$ cat src/hdl/amemd_pkg.sv
`timescale 1ns / 1ps
// ----------------------------------------------------------------------------
// amemd_pkg: shared types and constants for the motion detector
// Payload structs, register indexes, sequencer states, widths of the
// bit-serial datapath and the per-range sensitivity table.
// ----------------------------------------------------------------------------
package amemd_pkg;

  // Field widths
  localparam int unsigned AccelW      = 16;
  localparam int unsigned GW          = 21;
  localparam int unsigned WeightW     = 8;
  localparam int unsigned RangeW      = 2;
  localparam int unsigned FracBitsDef = 16;

  // Configuration port
  localparam int unsigned CfgIdxW  = 2;
  localparam int unsigned CfgDataW = 21;

  // Datapath widths
  localparam int unsigned SqW   = 2 * AccelW;      // one squared axis, and their sum
  localparam int unsigned RtW   = (SqW + 30) / 2;  // root of sum scaled by 2^30
  localparam int unsigned SensW = 29;              // sensitivity in 1e-12 g
  localparam int unsigned PicoW = 40;

  localparam logic [PicoW-1:0] Pico = 40'd1000000000000;

  typedef enum logic [CfgIdxW-1:0] {
    REG_RANGE  = 2'd0,
    REG_WEIGHT = 2'd1,
    REG_THRESH = 2'd2
  } cfg_reg_e;

  typedef enum logic [3:0] {
    ST_IDLE,
    ST_SQR,
    ST_SUM,
    ST_ROOT,
    ST_MUL,
    ST_CHK,
    ST_QDIV,
    ST_EADD,
    ST_EDIV,
    ST_DONE
  } state_e;

  typedef struct packed {
    logic signed [AccelW-1:0] accel_x;
    logic signed [AccelW-1:0] accel_y;
    logic signed [AccelW-1:0] accel_z;
  } in_t;

  typedef struct packed {
    logic [GW-1:0] magnitude_g;
    logic [GW-1:0] averaged_g;
    logic          motion_detected;
  } out_t;

  // Sensitivity per count for each full-scale range, in 1e-12 g
  function automatic logic [SensW-1:0] sens_pg(input logic [RangeW-1:0] sel);
    logic [SensW-1:0] v;
    case (sel)
      2'd0:    v = 29'd58688890;
      2'd1:    v = 29'd117370892;
      2'd2:    v = 29'd234741784;
      2'd3:    v = 29'd469483568;
      default: v = 29'd469483568;
    endcase
    return v;
  endfunction

endpackage

$ cat src/hdl/accel_magnitude_ema_motion_detect_top.sv
`timescale 1ns / 1ps
// Sequencing: the sequencer holds one frame at a time, running the 16-step square,
//   the 31-step root loop, the 29-step shift-add multiply and two 21-step restoring
//   divides before it takes the next frame. Input ready is high only while idle.
// Reset: clears the sequencer, the result valid flag, the above count, loads the
//   running average with 0.9 g and the registers with their reset values.
// ----------------------------------------------------------------------------
// accel_magnitude_ema_motion_detect_top
// Bit-serial accelerometer magnitude, moving average and motion detector.
// ----------------------------------------------------------------------------
module accel_magnitude_ema_motion_detect_top #(
  parameter int unsigned FRAC_BITS = amemd_pkg::FracBitsDef
) (
  input  logic                             clk_i,
  input  logic                             rst_ni,
  input  logic                             in_valid_i,
  output logic                             in_ready_o,
  input  amemd_pkg::in_t                   in_data_i,
  output logic                             out_valid_o,
  input  logic                             out_ready_i,
  output amemd_pkg::out_t                  out_data_o,
  input  logic                             cfg_we_i,
  input  logic [amemd_pkg::CfgIdxW-1:0]    cfg_idx_i,
  input  logic [amemd_pkg::CfgDataW-1:0]   cfg_wdata_i
);
  import amemd_pkg::*;

  // Scaling: mag = floor(t * 2^FRAC_BITS / (2^15 * 1e12))
  localparam int unsigned SH   = (FRAC_BITS >= 15) ? FRAC_BITS - 15 : 0;
  localparam int unsigned KSH  = (FRAC_BITS < 15) ? 15 - FRAC_BITS : 0;
  localparam int unsigned DVW  = PicoW + KSH;
  localparam logic [DVW-1:0] DIVISOR = DVW'(Pico) << KSH;
  localparam int unsigned TW   = RtW + SensW;
  localparam int unsigned NW   = TW + SH;
  localparam int unsigned NHW  = NW - GW;
  localparam int unsigned CW   = (NHW > DVW) ? NHW : DVW;
  localparam int unsigned REMW = RtW + 2;
  localparam int unsigned EPW  = GW + WeightW;
  localparam int unsigned CNTW = $clog2(RtW);

  // Reset values that follow the fraction width
  localparam logic [GW-1:0] GMAX = '1;
  localparam longint unsigned AVG_RAW = (64'd9 * (64'd1 << FRAC_BITS) + 64'd5) / 64'd10;
  localparam longint unsigned THR_RAW = 64'd1 << FRAC_BITS;
  localparam logic [GW-1:0] AVG_RST = (AVG_RAW > 64'(GMAX)) ? GMAX : GW'(AVG_RAW);
  localparam logic [GW-1:0] THR_RST = (THR_RAW > 64'(GMAX)) ? GMAX : GW'(THR_RAW);

  // Control state
  state_e            state_q, state_d;
  logic [CNTW-1:0]   cnt_q, cnt_d;
  logic              out_valid_q, out_valid_d;
  logic [1:0]        above_q, above_d;
  logic [GW-1:0]     avg_q, avg_d;
  logic [RangeW-1:0] range_q;
  logic [WeightW-1:0] weight_q;
  logic [GW-1:0]     thresh_q;

  // Datapath registers
  logic [AccelW-1:0] mcand_q [3];
  logic [SqW-1:0]    sq_q [3];
  logic [EPW-1:0]    ema_p_q;
  logic [SqW-1:0]    s_q;
  logic [REMW-1:0]   rem_q;
  logic [RtW-1:0]    root_q;
  logic [TW-1:0]     prod_q;
  logic              sat_q;
  logic [DVW-1:0]    dr_q;
  logic [GW-1:0]     nlo_q;
  logic [WeightW:0]  er_q;
  logic [GW-1:0]     mag_q;
  out_t              out_q;

  logic              accept;
  logic              out_free;
  logic              out_load;
  logic              det;
  logic [AccelW-1:0] axis_abs [3];

  assign accept   = in_valid_i && in_ready_o;
  assign out_free = !out_valid_q || out_ready_i;

  // Absolute value of each axis
  always_comb begin
    axis_abs[0] = in_data_i.accel_x[AccelW-1] ? AccelW'(-in_data_i.accel_x)
                                              : AccelW'(in_data_i.accel_x);
    axis_abs[1] = in_data_i.accel_y[AccelW-1] ? AccelW'(-in_data_i.accel_y)
                                              : AccelW'(in_data_i.accel_y);
    axis_abs[2] = in_data_i.accel_z[AccelW-1] ? AccelW'(-in_data_i.accel_z)
                                              : AccelW'(in_data_i.accel_z);
  end

  // Next state of the sequencer
  always_comb begin
    state_d = state_q;
    case (state_q)
      ST_IDLE: if (in_valid_i) state_d = ST_SQR;
      ST_SQR:  if (cnt_q == CNTW'(AccelW - 1)) state_d = ST_SUM;
      ST_SUM:  state_d = ST_ROOT;
      ST_ROOT: if (cnt_q == CNTW'(RtW - 1)) state_d = ST_MUL;
      ST_MUL:  if (cnt_q == CNTW'(SensW - 1)) state_d = ST_CHK;
      ST_CHK:  state_d = ST_QDIV;
      ST_QDIV: if (cnt_q == CNTW'(GW - 1)) state_d = ST_EADD;
      ST_EADD: state_d = ST_EDIV;
      ST_EDIV: if (cnt_q == CNTW'(GW - 1)) state_d = ST_DONE;
      ST_DONE: if (out_free) state_d = ST_IDLE;
      default: state_d = ST_IDLE;
    endcase
  end

  // Sequencer outputs: handshake, step counter, result load
  always_comb begin
    in_ready_o = (state_q == ST_IDLE);
    out_load   = (state_q == ST_DONE) && out_free;
    cnt_d      = (state_d != state_q) ? '0 : cnt_q + 1'b1;
  end

  // Threshold compare and above count on the new average
  always_comb begin
    logic [1:0] inc;
    inc         = (nlo_q > thresh_q) ? above_q + 2'd1 : 2'd0;
    det         = (inc == 2'd2);
    above_d     = above_q;
    avg_d       = avg_q;
    out_valid_d = out_valid_q;
    if (out_ready_i) out_valid_d = 1'b0;
    if (out_load) begin
      above_d     = det ? 2'd0 : inc;
      avg_d       = nlo_q;
      out_valid_d = 1'b1;
    end
  end

  // Control registers and configuration
  always_ff @(posedge clk_i or negedge rst_ni) begin
    if (!rst_ni) begin
      state_q     <= ST_IDLE;
      cnt_q       <= '0;
      out_valid_q <= 1'b0;
      above_q     <= 2'd0;
      avg_q       <= AVG_RST;
      range_q     <= RangeW'(2);
      weight_q    <= WeightW'(10);
      thresh_q    <= THR_RST;
    end else begin
      state_q     <= state_d;
      cnt_q       <= cnt_d;
      out_valid_q <= out_valid_d;
      above_q     <= above_d;
      avg_q       <= avg_d;
      if (cfg_we_i) begin
        case (cfg_reg_e'(cfg_idx_i))
          REG_RANGE:  range_q  <= cfg_wdata_i[RangeW-1:0];
          REG_WEIGHT: weight_q <= cfg_wdata_i[WeightW-1:0];
          REG_THRESH: thresh_q <= cfg_wdata_i[GW-1:0];
          default: ;
        endcase
      end
    end
  end

  // Bit-serial datapath
  always_ff @(posedge clk_i) begin
    logic [AccelW:0]   lsum;
    logic [GW:0]       esum;
    logic [REMW+1:0]   rtry;
    logic [REMW+1:0]   trial;
    logic [RtW:0]      psum;
    logic [NW-1:0]     nfull;
    logic [NHW-1:0]    ntop;
    logic [DVW:0]      dtry;
    logic [GW-1:0]     magv;
    logic [EPW-1:0]    en;
    logic [WeightW+1:0] etry;
    logic [WeightW+1:0] dvs;
    case (state_q)
      // Latch axis magnitudes and the old average weight
      ST_IDLE: begin
        if (accept) begin
          for (int l = 0; l < 3; l++) begin
            mcand_q[l] <= axis_abs[l];
            sq_q[l]    <= {AccelW'(0), axis_abs[l]};
          end
          ema_p_q <= {GW'(0), weight_q};
        end
      end
      // Square each axis, one multiplier bit a cycle; weight the old average
      ST_SQR: begin
        for (int l = 0; l < 3; l++) begin
          if (sq_q[l][0]) begin
            lsum = {1'b0, sq_q[l][SqW-1:AccelW]} + {1'b0, mcand_q[l]};
            sq_q[l] <= {lsum, sq_q[l][AccelW-1:1]};
          end else begin
            sq_q[l] <= {1'b0, sq_q[l][SqW-1:1]};
          end
        end
        if (cnt_q < CNTW'(WeightW)) begin
          if (ema_p_q[0]) begin
            esum = {1'b0, ema_p_q[EPW-1:WeightW]} + {1'b0, avg_q};
            ema_p_q <= {esum, ema_p_q[WeightW-1:1]};
          end else begin
            ema_p_q <= {1'b0, ema_p_q[EPW-1:1]};
          end
        end
      end
      // Sum of squares feeds the root shift register
      ST_SUM: begin
        s_q    <= sq_q[0] + sq_q[1] + sq_q[2];
        rem_q  <= '0;
        root_q <= '0;
      end
      // Restoring square root, one result bit a cycle
      ST_ROOT: begin
        rtry  = {rem_q, s_q[SqW-1:SqW-2]};
        trial = {2'b00, root_q, 2'b01};
        s_q   <= {s_q[SqW-3:0], 2'b00};
        if (rtry >= trial) begin
          rem_q  <= REMW'(rtry - trial);
          root_q <= {root_q[RtW-2:0], 1'b1};
        end else begin
          rem_q  <= rtry[REMW-1:0];
          root_q <= {root_q[RtW-2:0], 1'b0};
        end
        prod_q <= {RtW'(0), sens_pg(range_q)};
      end
      // Root times sensitivity, one multiplier bit a cycle
      ST_MUL: begin
        if (prod_q[0]) begin
          psum = {1'b0, prod_q[TW-1:SensW]} + {1'b0, root_q};
          prod_q <= {psum, prod_q[SensW-1:1]};
        end else begin
          prod_q <= {1'b0, prod_q[TW-1:1]};
        end
      end
      // Saturation check and divide setup
      ST_CHK: begin
        nfull = NW'(prod_q) << SH;
        ntop  = nfull[NW-1:GW];
        sat_q <= CW'(ntop) >= CW'(DIVISOR);
        dr_q  <= DVW'(ntop);
        nlo_q <= nfull[GW-1:0];
      end
      // Scale to g by restoring divide, one quotient bit a cycle
      ST_QDIV: begin
        dtry = {dr_q, nlo_q[GW-1]};
        if (dtry >= {1'b0, DIVISOR}) begin
          dr_q  <= DVW'(dtry - {1'b0, DIVISOR});
          nlo_q <= {nlo_q[GW-2:0], 1'b1};
        end else begin
          dr_q  <= dtry[DVW-1:0];
          nlo_q <= {nlo_q[GW-2:0], 1'b0};
        end
      end
      // Add magnitude to the weighted average and set up the divide
      ST_EADD: begin
        magv  = sat_q ? GMAX : nlo_q;
        mag_q <= magv;
        en    = ema_p_q + {WeightW'(0), magv};
        er_q  <= {1'b0, en[EPW-1:GW]};
        nlo_q <= en[GW-1:0];
      end
      // Divide by weight plus one, one quotient bit a cycle
      ST_EDIV: begin
        dvs  = {2'b00, weight_q} + (WeightW + 2)'(1);
        etry = {er_q, nlo_q[GW-1]};
        if (etry >= dvs) begin
          er_q  <= (WeightW + 1)'(etry - dvs);
          nlo_q <= {nlo_q[GW-2:0], 1'b1};
        end else begin
          er_q  <= etry[WeightW:0];
          nlo_q <= {nlo_q[GW-2:0], 1'b0};
        end
      end
      // Hand the result to the output register
      ST_DONE: begin
        if (out_load) begin
          out_q.magnitude_g     <= mag_q;
          out_q.averaged_g      <= nlo_q;
          out_q.motion_detected <= det;
        end
      end
      default: ;
    endcase
  end

  assign out_valid_o = out_valid_q;
  assign out_data_o  = out_q;

  // Checks
  a_accept_starts: assert property (@(posedge clk_i) disable iff (!rst_ni)
    (in_valid_i && in_ready_o) |=> (state_q == ST_SQR))
    else $error("accepted request did not start the sequencer");

  a_count_cleared: assert property (@(posedge clk_i) disable iff (!rst_ni)
    (above_q != 2'd2) && (above_q != 2'd3))
    else $error("above count reached detect value without clearing");

  a_result_from_done: assert property (@(posedge clk_i) disable iff (!rst_ni)
    $rose(out_valid_o) |-> $past(state_q == ST_DONE))
    else $error("result appeared outside the done step");

  a_done_loads: assert property (@(posedge clk_i) disable iff (!rst_ni)
    (state_q == ST_DONE && state_d == ST_IDLE) |=> out_valid_o)
    else $error("sequencer finished without presenting a result");

endmodule

$ cat config.mk
export PLATFORM = sky130hd
export DESIGN_NAME = accel_magnitude_ema_motion_detect_top
export DESIGN_NICKNAME = d
export VERILOG_FILES = /design/src/hdl/amemd_pkg.sv /design/src/hdl/accel_magnitude_ema_motion_detect_top.sv
export SDC_FILE = /design/constraint.sdc
export NUM_CORES = 1
export LEC_CHECK = 0
export BUFFER_PORTS_ARGS = -buffer_cell sky130_fd_sc_hd__buf_2
export CORE_ASPECT_RATIO = 0.9
export CORE_UTILIZATION = 55
export CTS_CLUSTER_SIZE = 8
export DETAILED_ROUTE_END_ITERATION = 12
export GPL_TIMING_DRIVEN = 0
export PLACE_DENSITY_LB_ADDON = 0.3
export SLEW_MARGIN = 30
export SYNTH_ARGS = -nofsm -noshare
export SYNTH_HDL_FRONTEND = slang
export SYNTH_SLANG_ARGS = --single-unit
$ cat constraint.sdc
create_clock -name clk_i -period 9.2 [get_ports clk_i]
set_input_delay 1.84 -clock clk_i [delete_from_list [all_inputs] [get_ports clk_i]]
set_output_delay 1.84 -clock clk_i [all_outputs]
set_load 0.005 [all_outputs]
==> flow_summary_export.csv, run 1 <==
group,metric,value,unit
run_status,status,"complete, no violations",
floorplanning,initial_core_util,0.5586,
clock_network,path_clk_slew,50,ps
route,vias_per_cell,6.072,
power,worst_ir_drop_vdd,0.0002303,V
grt,antenna_found_initial,1,
grt,overflow,0,
route,wl,87880,µm
power,power.internal,8565,µW
placed_design,place_hpwl,66770,µm
logic_synthesis,synth-edff-count,463,
sta,setup_tns,0,ps
worst_hold_path,min_to,"out_data_o[37]$_DFFE_PP_",
sta,rsz0062_at_grt,"no",
clock_network,numCtsBuffers,75,
worst_setup_path,max_stage_delay,530,ps
worst_setup_path,r2r-start,"sq_q[0][0]$_DFFE_PP_",
worst_setup_path,reg2reg_setup_slack,4480,ps
worst_setup_path,critPathLaunch,"sq_q[0][0]$_DFFE_PP_",
cells_and_area,drive_gt1_frac,0.09891,
worst_setup_path,critPathSlowestCell,"a31oi_1",
sta,slew_headroom,0.4066,
cells_and_area,antennaDiodeCount,0,
power,totalPowerFinal,15070,µW
floorplanning,ios,121,
route,vias,25326,
route,drc,0,
worst_hold_path,worstHoldPathType,"flip-flop to flip-flop",
worst_setup_path,reg2regPathDepth,17,
clock_network,cts_setup_buffers,0,
worst_setup_path,cp.arrival,5030,ps
clock_network,ctsHoldBuffers,0,
route,ant_nets,0,
logic_synthesis,synth_cells,3147,
worst_setup_path,path_max_fanout,10,
grt,grt_pass1_wl,135800,µm
sta,min_period_over_period,0.5127,
clock_network,cts_tree,"done",
clock_network,postCtsResizedCells,0,
route,drtIter0Drc,2134,
power,p_leak,0.01469,µW
cells_and_area,final_nets,3702,
worst_hold_path,min_from,"mag_q[15]$_DFFE_PP_",
worst_setup_path,critPathLaunchType,"flip-flop",
flow_run,drv_cap,0,
power,p_seq_frac,0.300,
logic_synthesis,synth_compound_area_frac,0.1437,
cells_and_area,nFillCells,4649,
grt,grt_pass1_vias,24659,
clock_network,cts_buffer_depth,3,
logic_synthesis,synthArstFlopShare,0.1212,
logic_synthesis,synth.avg_cell_area,10.39,µm²
clock_network,ctsRootBufferMaster,"clkbuf_16",
sta,setup_violations,0,
worst_hold_path,hold_path_depth,0,
logic_synthesis,yosysSeqAreaShare,0.4752,
worst_setup_path,required,9510,ps
floorplanning,die_w,259.0,µm
worst_setup_path,endpoint_kind,"flip-flop",
clock_network,htreeDepth,3,
worst_setup_path,crit_buf_inv,4,
sta,slew_violations,0,
worst_setup_path,rr_endpoint,"s_q[29]$_DFFE_PP_",
power,power_switching,6508,µW
clock_network,cts_sinks,528,
logic_synthesis,muxShareOfSynthArea,0.03409,
sta,timing.fmax,212.0,MHz
power,pwr-share-clk,0.174,
floorplanning,chipHeight,233.3,µm
floorplanning,fp-row-count,84,
grt,grt.total_usage,0.2904,
sta,final-hold-violation-count,0,
sta,finalCriticalPeriod,4716,ps
power,sw_frac_of_total,0.4318,
power,combPwrFrac,0.525,
route,wl_per_cell,21.07,µm
floorplanning,dieArea,0.06044,mm²
logic_synthesis,synthAdderAreaFrac,0.1130,
logic_synthesis,synth_top_family_by_area,"compound AO/OA/AOI/OAI gates",
logic_synthesis,synth_area,0.03270,mm²
cells_and_area,area_growth,12.39,%
logic_synthesis,synth_xor_area_frac,0.06267,
route,first_pass_iters,5,
logic_synthesis,postSynthNetCount,3495,
placed_design,port_buffers,120,
logic_synthesis,ys_warn_count,0,
logic_synthesis,synth-simple-area-share,0.1429,
placed_design,gp_congestion,0.9416,
floorplanning,core,0.05854,mm²
logic_synthesis,ys_ff_latch,528,
sta,skew,45.40,ps
logic_synthesis,synth_flop_cell,"edfxtp_1",
worst_setup_path,crit_family,"compound AO/OA/AOI/OAI gates",
logic_synthesis,synth_cell_types,83,
power,p_per_area,410.1,mW/mm²
worst_setup_path,path_class,"flip-flop to flip-flop",
worst_setup_path,path_cells,"clkbuf_1, inv_2, fa_1, inv_1, ha_1, inv_1, fa_1, nor2b_1, o21ai_0, a21oi_1, o21bai_1, a21o_1, a31oi_1, a31oi_1, o31ai_1, xnor2_1, o21ai_0",
clock_network,clock_latency,640,ps
sta,worst_slew_pin_slew,888.2,ps
grt,grt_max_degree,65,
## layout by cell type, fill, tap and decap left out, types with 23 or more instances in the layout
cell / Yosys / layout
edfxtp_1: 463 / 463
nand2_1: 346 / 342
nor2_1: 336 / 336
ha_1: 233 / 233
a21oi_1: 218 / 217
o21ai_0: 159 / 158
xnor2_1: 158 / 158
inv_1: 140 / 139
buf_2: 8 / 128
clkbuf_1: 72 / 109
xor2_1: 76 / 76
clkbuf_16: 0 / 75
a21o_1: 72 / 72
mux2i_1: 63 / 63
nand3_1: 58 / 58
nor3_1: 56 / 55
dfrtp_1: 51 / 51
mux2_2: 43 / 43
fa_1: 39 / 39
nand2b_1: 38 / 38
o21a_1: 35 / 35
a211oi_1: 34 / 34
nor2b_1: 30 / 30
or2_2: 28 / 28
and3_1: 26 / 26
o31ai_1: 28 / 26
o21bai_1: 23 / 23
## logic make-up after synthesis
logic type	count (synthesis)
compound gates	738
flops	528
simple gates	1026
fa+ha+maj	272
buf+inv	243
mux	106
xor+xnor	234
## power by group through the flow
stage	Combinational, µW	Clock, µW	Sequential, µW
2_1_floorplan	5960	0	4220
3_3_place_gp	7390	0	4570
3_5_place_dp	7740	0	4540
4_1_cts	7800	2640	4510
5_1_grt	8780	2740	4570
6_report	7920	2630	4530
## state kept, by name (all words and copies together) (netlist names), 2 cells and up
signal      flops
sq_q           96
prod_q         60
mcand_q        48
out_data_o     43
dr_q           40
rem_q          33
s_q            32
root_q         31
ema_p_q        29
avg_q          21
mag_q          21
nlo_q          21
thresh_q       21
er_q            9
weight_q        8
cnt_q           5
state_q         4
above_q         2
range_q         2
## synth_stat cells, types with 51 or more instances
cell type	instances	area, µm²
edfxtp_1	463	13900
nand2_1	346	1299
nor2_1	336	1261
ha_1	233	2915
a21oi_1	218	1091
o21ai_0	159	795.8
xnor2_1	158	1384
inv_1	140	525.5
xor2_1	76	665.6
a21o_1	72	540.5
clkbuf_1	72	270.3
mux2i_1	63	630.6
nand3_1	58	290.3
nor3_1	56	280.3
dfrtp_1	51	1276
## per-layer routing
metal / track usage / routed length [µm]
met1: 0.3898 / 36970
met2: 0.4746 / 41310
met3: 0.04905 / 6618
met4: 0.1041 / 2989
met5: 0 / 0
## how the worst max path moves through the flow
stage | end | slack [ps] | cells past startpoint
after floorplan | prod_q[0]$_SDFFCE_PN0P_ | 3640 | 6
after global placement | prod_q[20]$_SDFFCE_PN1P_ | 1490 | 6
after detailed placement | s_q[29]$_DFFE_PP_ | 4570 | 17
after CTS | s_q[29]$_DFFE_PP_ | 4540 | 17
after global routing | s_q[29]$_DFFE_PP_ | 4320 | 17
final | s_q[29]$_DFFE_PP_ | 4480 | 17
## cell type report
| cell class | count | area, µm² | area share |
|---|---|---|---|
| Clock buffer | 113 | 2019 | 0.05494 |
| Multi-Input combinational cell | 2376 | 16300 | 0.4436 |
| Sequential cell | 528 | 15540 | 0.4228 |
| Timing Repair Buffer | 130 | 799.5 | 0.02175 |
| Inverter | 144 | 540.5 | 0.01471 |
| Tap cell | 774 | 968.4 | 0.02635 |
| Clock inverter | 7 | 190.2 | 0.005174 |
| Buffer | 99 | 390.4 | 0.01062 |
## through the flow
step           instances  hold WS [ps]  setup slack (ps)    util  instance area [µm²]
2_1_floorplan       3147         400.3              3638       -                32700
3_3_place_gp        4041         402.6              1492  0.5854                34270
3_5_place_dp        4051         405.2              4575  0.5900                34540
4_1_cts             4171         416.8              4536  0.6277                36750
5_1_grt             4171         423.6              4319  0.6278                36750
6_report            4171         416.2              4484  0.6278                36750
No activity file was read; power rests on OpenSTA's default activity.
==> run 2, diff against run 1 <==
==> constraint.sdc (replaced) <==
create_clock -name clk_i -period 3.9 [get_ports clk_i]
set_input_delay 0.78 -clock clk_i [delete_from_list [all_inputs] [get_ports clk_i]]
set_output_delay 0.78 -clock clk_i [all_outputs]
set_load 0.005 [all_outputs]
==> flow_summary_export.csv, run 2 (synthesized netlist as in run 1, its figures left out) <==
group,metric,value,unit
cells_and_area,final_common_cell,"edfxtp_1",
placed_design,port_buffers,120,
floorplanning,initial_core_util,0.5586,
cells_and_area,final_nets,3720,
power,pwr-share-clk,0.172,
route,drtIter0Drc,2454,
placed_design,gp_congestion,0.9286,
grt,grt_max_degree,61,
cells_and_area,largest_register_ffs,96,
placed_design,place_area,0.03456,mm²
power,power.internal,20520,µW
flow_run,drv_cap,0,
route,ant_nets,0,
sta,fin_ws,-2.987,ps
power,power_switching,15470,µW
sta,finalCriticalPeriod,3903,ps
run_status,violations,"setup timing",
power,sw_frac_of_total,0.4298,
worst_setup_path,endpoint_kind,"flip-flop",
power,worst_ir_drop_vdd,0.0005843,V
worst_setup_path,required,4060,ps
sta,worst_slew_pin_slew,874.7,ps
worst_setup_path,path_class,"flip-flop to flip-flop",
sta,rsz0062_at_grt,"yes",
cells_and_area,utilization,0.6336,
clock_network,ctsRootBufferMaster,"clkbuf_16",
sta,setup_violations,5,
route,wl,87590,µm
floorplanning,chipHeight,233.3,µm
clock_network,cts_sinks,528,
route,vias,25454,
sta,skew,33.58,ps
clock_network,clock_latency,630,ps
sta,final-hold-violation-count,0,
grt,overflow,0,
route,first_pass_iters,6,
cells_and_area,design_area,0.03709,mm²
worst_setup_path,critPathLaunchType,"flip-flop",
power,p_per_area,970.3,mW/mm²
power,p_leak,0.01484,µW
grt,grt_pass1_vias,24704,
clock_network,cts_buffer_depth,3,
worst_setup_path,path_max_fanout,32,
cells_and_area,area_growth,13.43,%
worst_hold_path,worstHoldPathType,"primary input to async pin",
power,p_seq_frac,0.296,
clock_network,numCtsBuffers,76,
cells_and_area,drive_gt1_frac,0.1116,
run_status,status,"complete, but fails checks",
sta,slew_headroom,0.4018,
floorplanning,die_w,259.0,µm
grt,grt.total_usage,0.2876,
power,combPwrFrac,0.533,
sta,min_period_over_period,1.001,
placed_design,place_hpwl,66560,µm
floorplanning,core,0.05854,mm²
grt,antenna_found_initial,1,
grt,grt_pass1_wl,134800,µm
clock_network,path_clk_slew,50,ps
sta,slew_violations,0,
clock_network,htreeDepth,3,
route,drc,0,
sta,whs,79.13,ps
route,wl_per_cell,20.91,µm
floorplanning,fp-row-count,84,
route,vias_per_cell,6.076,
cells_and_area,max_flop_register,"sq_q",
clock_network,cts_tree,"done",
floorplanning,ios,121,
cells_and_area,reg_top3,"sq_q (96), prod_q (60), mcand_q (48)",
cells_and_area,antennaDiodeCount,0,
floorplanning,dieArea,0.06044,mm²
sta,setup_tns,-7.957,ps
worst_setup_path,cp.arrival,4060,ps
cells_and_area,mostFrequentLayoutCells,"463 x edfxtp_1, 342 x nand2_1, 336 x nor2_1",
sta,timing.fmax,256.2,MHz
==> run 2: cell count changes in the layout (fill, tap and decap cells not counted), sizes merged <==
cell / delta
buf: +19
clkbuf: -3
bufinv: +1
clkinvlp: +1
==> run 2: layer usage <==
layer	up-vias	GRT usage	wire length [µm]	share of wire
met3	171	0.04557	6596	0.075
met5	-	0	0	0
met1	12317	0.3885	37200	0.42
li1	11912	-	-	-
met4	0	0.1084	3128	0.036
met2	1054	0.4670	40660	0.46
==> run 2: final cells by class <==
type / instances / area (µm²)
Tap cell: 774 / 968.4
Timing Repair Buffer: 149 / 982.2
Clock buffer: 112 / 2037
Sequential cell: 528 / 15540
Inverter: 144 / 546.8
Buffer: 97 / 395.4
Clock inverter: 9 / 196.4
Multi-Input combinational cell: 2376 / 16430
Fill cell: 4513 / 21450
==> run 2: per-stage QoR <==
stage	cells	power (µW)	worst slack (ps)
2_1_floorplan	3147	23990	148.3
3_3_place_gp	4041	28140	-1062
3_5_place_dp	4052	28920	-724.0
4_1_cts	4177	35420	16.54
5_1_grt	4189	38330	-162.6
6_report	4189	35990	-2.987
==> run 2: worst max-delay path: stages, from the launching register on <==
cell and delay (ps):
dfrtp_1 450, nand2b_1 360, or3_1 170, clkbuf_1 580
clkbuf_1 650, buf_1 550, nand2_2 650
==> run 2: final timing paths <==
check | startpoint | to | slack [ps] | cells past startpoint
worst max-delay path | state_q[0]$_DFF_PN0_ | sq_q[0][4]$_DFFE_PP_ | -3 | 6
worst min-delay path | rst_ni | thresh_q[13]$_DFFE_PN0P_ | 80 | 1
worst max register to register | state_q[0]$_DFF_PN0_ | sq_q[0][4]$_DFFE_PP_ | -3 | 6
worst min register to register | mag_q[9]$_DFFE_PP_ | out_data_o[31]$_DFFE_PP_ | 420 | 0
max in group asynchronous | rst_ni | weight_q[3]$_DFFE_PN1P_ | 3200 | 2
min in group clk_i | cfg_wdata_i[15] | thresh_q[15]$_DFFE_PN0P_ | 390 | 2
==> run 2: timing repair <==
action / 4_1_cts / 5_1_grt
gates resized for setup: 25 / 15
pin swaps: 9 / 14
hold buffers: 0 / 0
cloned: 0 / 1
setup buffers: 6 / 11
setup endpoints to repair: 20 / 111
==> run 2: power groups by stage <==
| stage | clock (µW) | sequential [µW] | combinational (µW) |
|---|---|---|---|
| floorplan | 0 | 9910 | 14100 |
| global placement | 0 | 10700 | 17400 |
| detailed placement | 0 | 10700 | 18200 |
| CTS | 6230 | 10600 | 18600 |
| global route | 6460 | 10800 | 21100 |
| finish | 6180 | 10600 | 19200 |
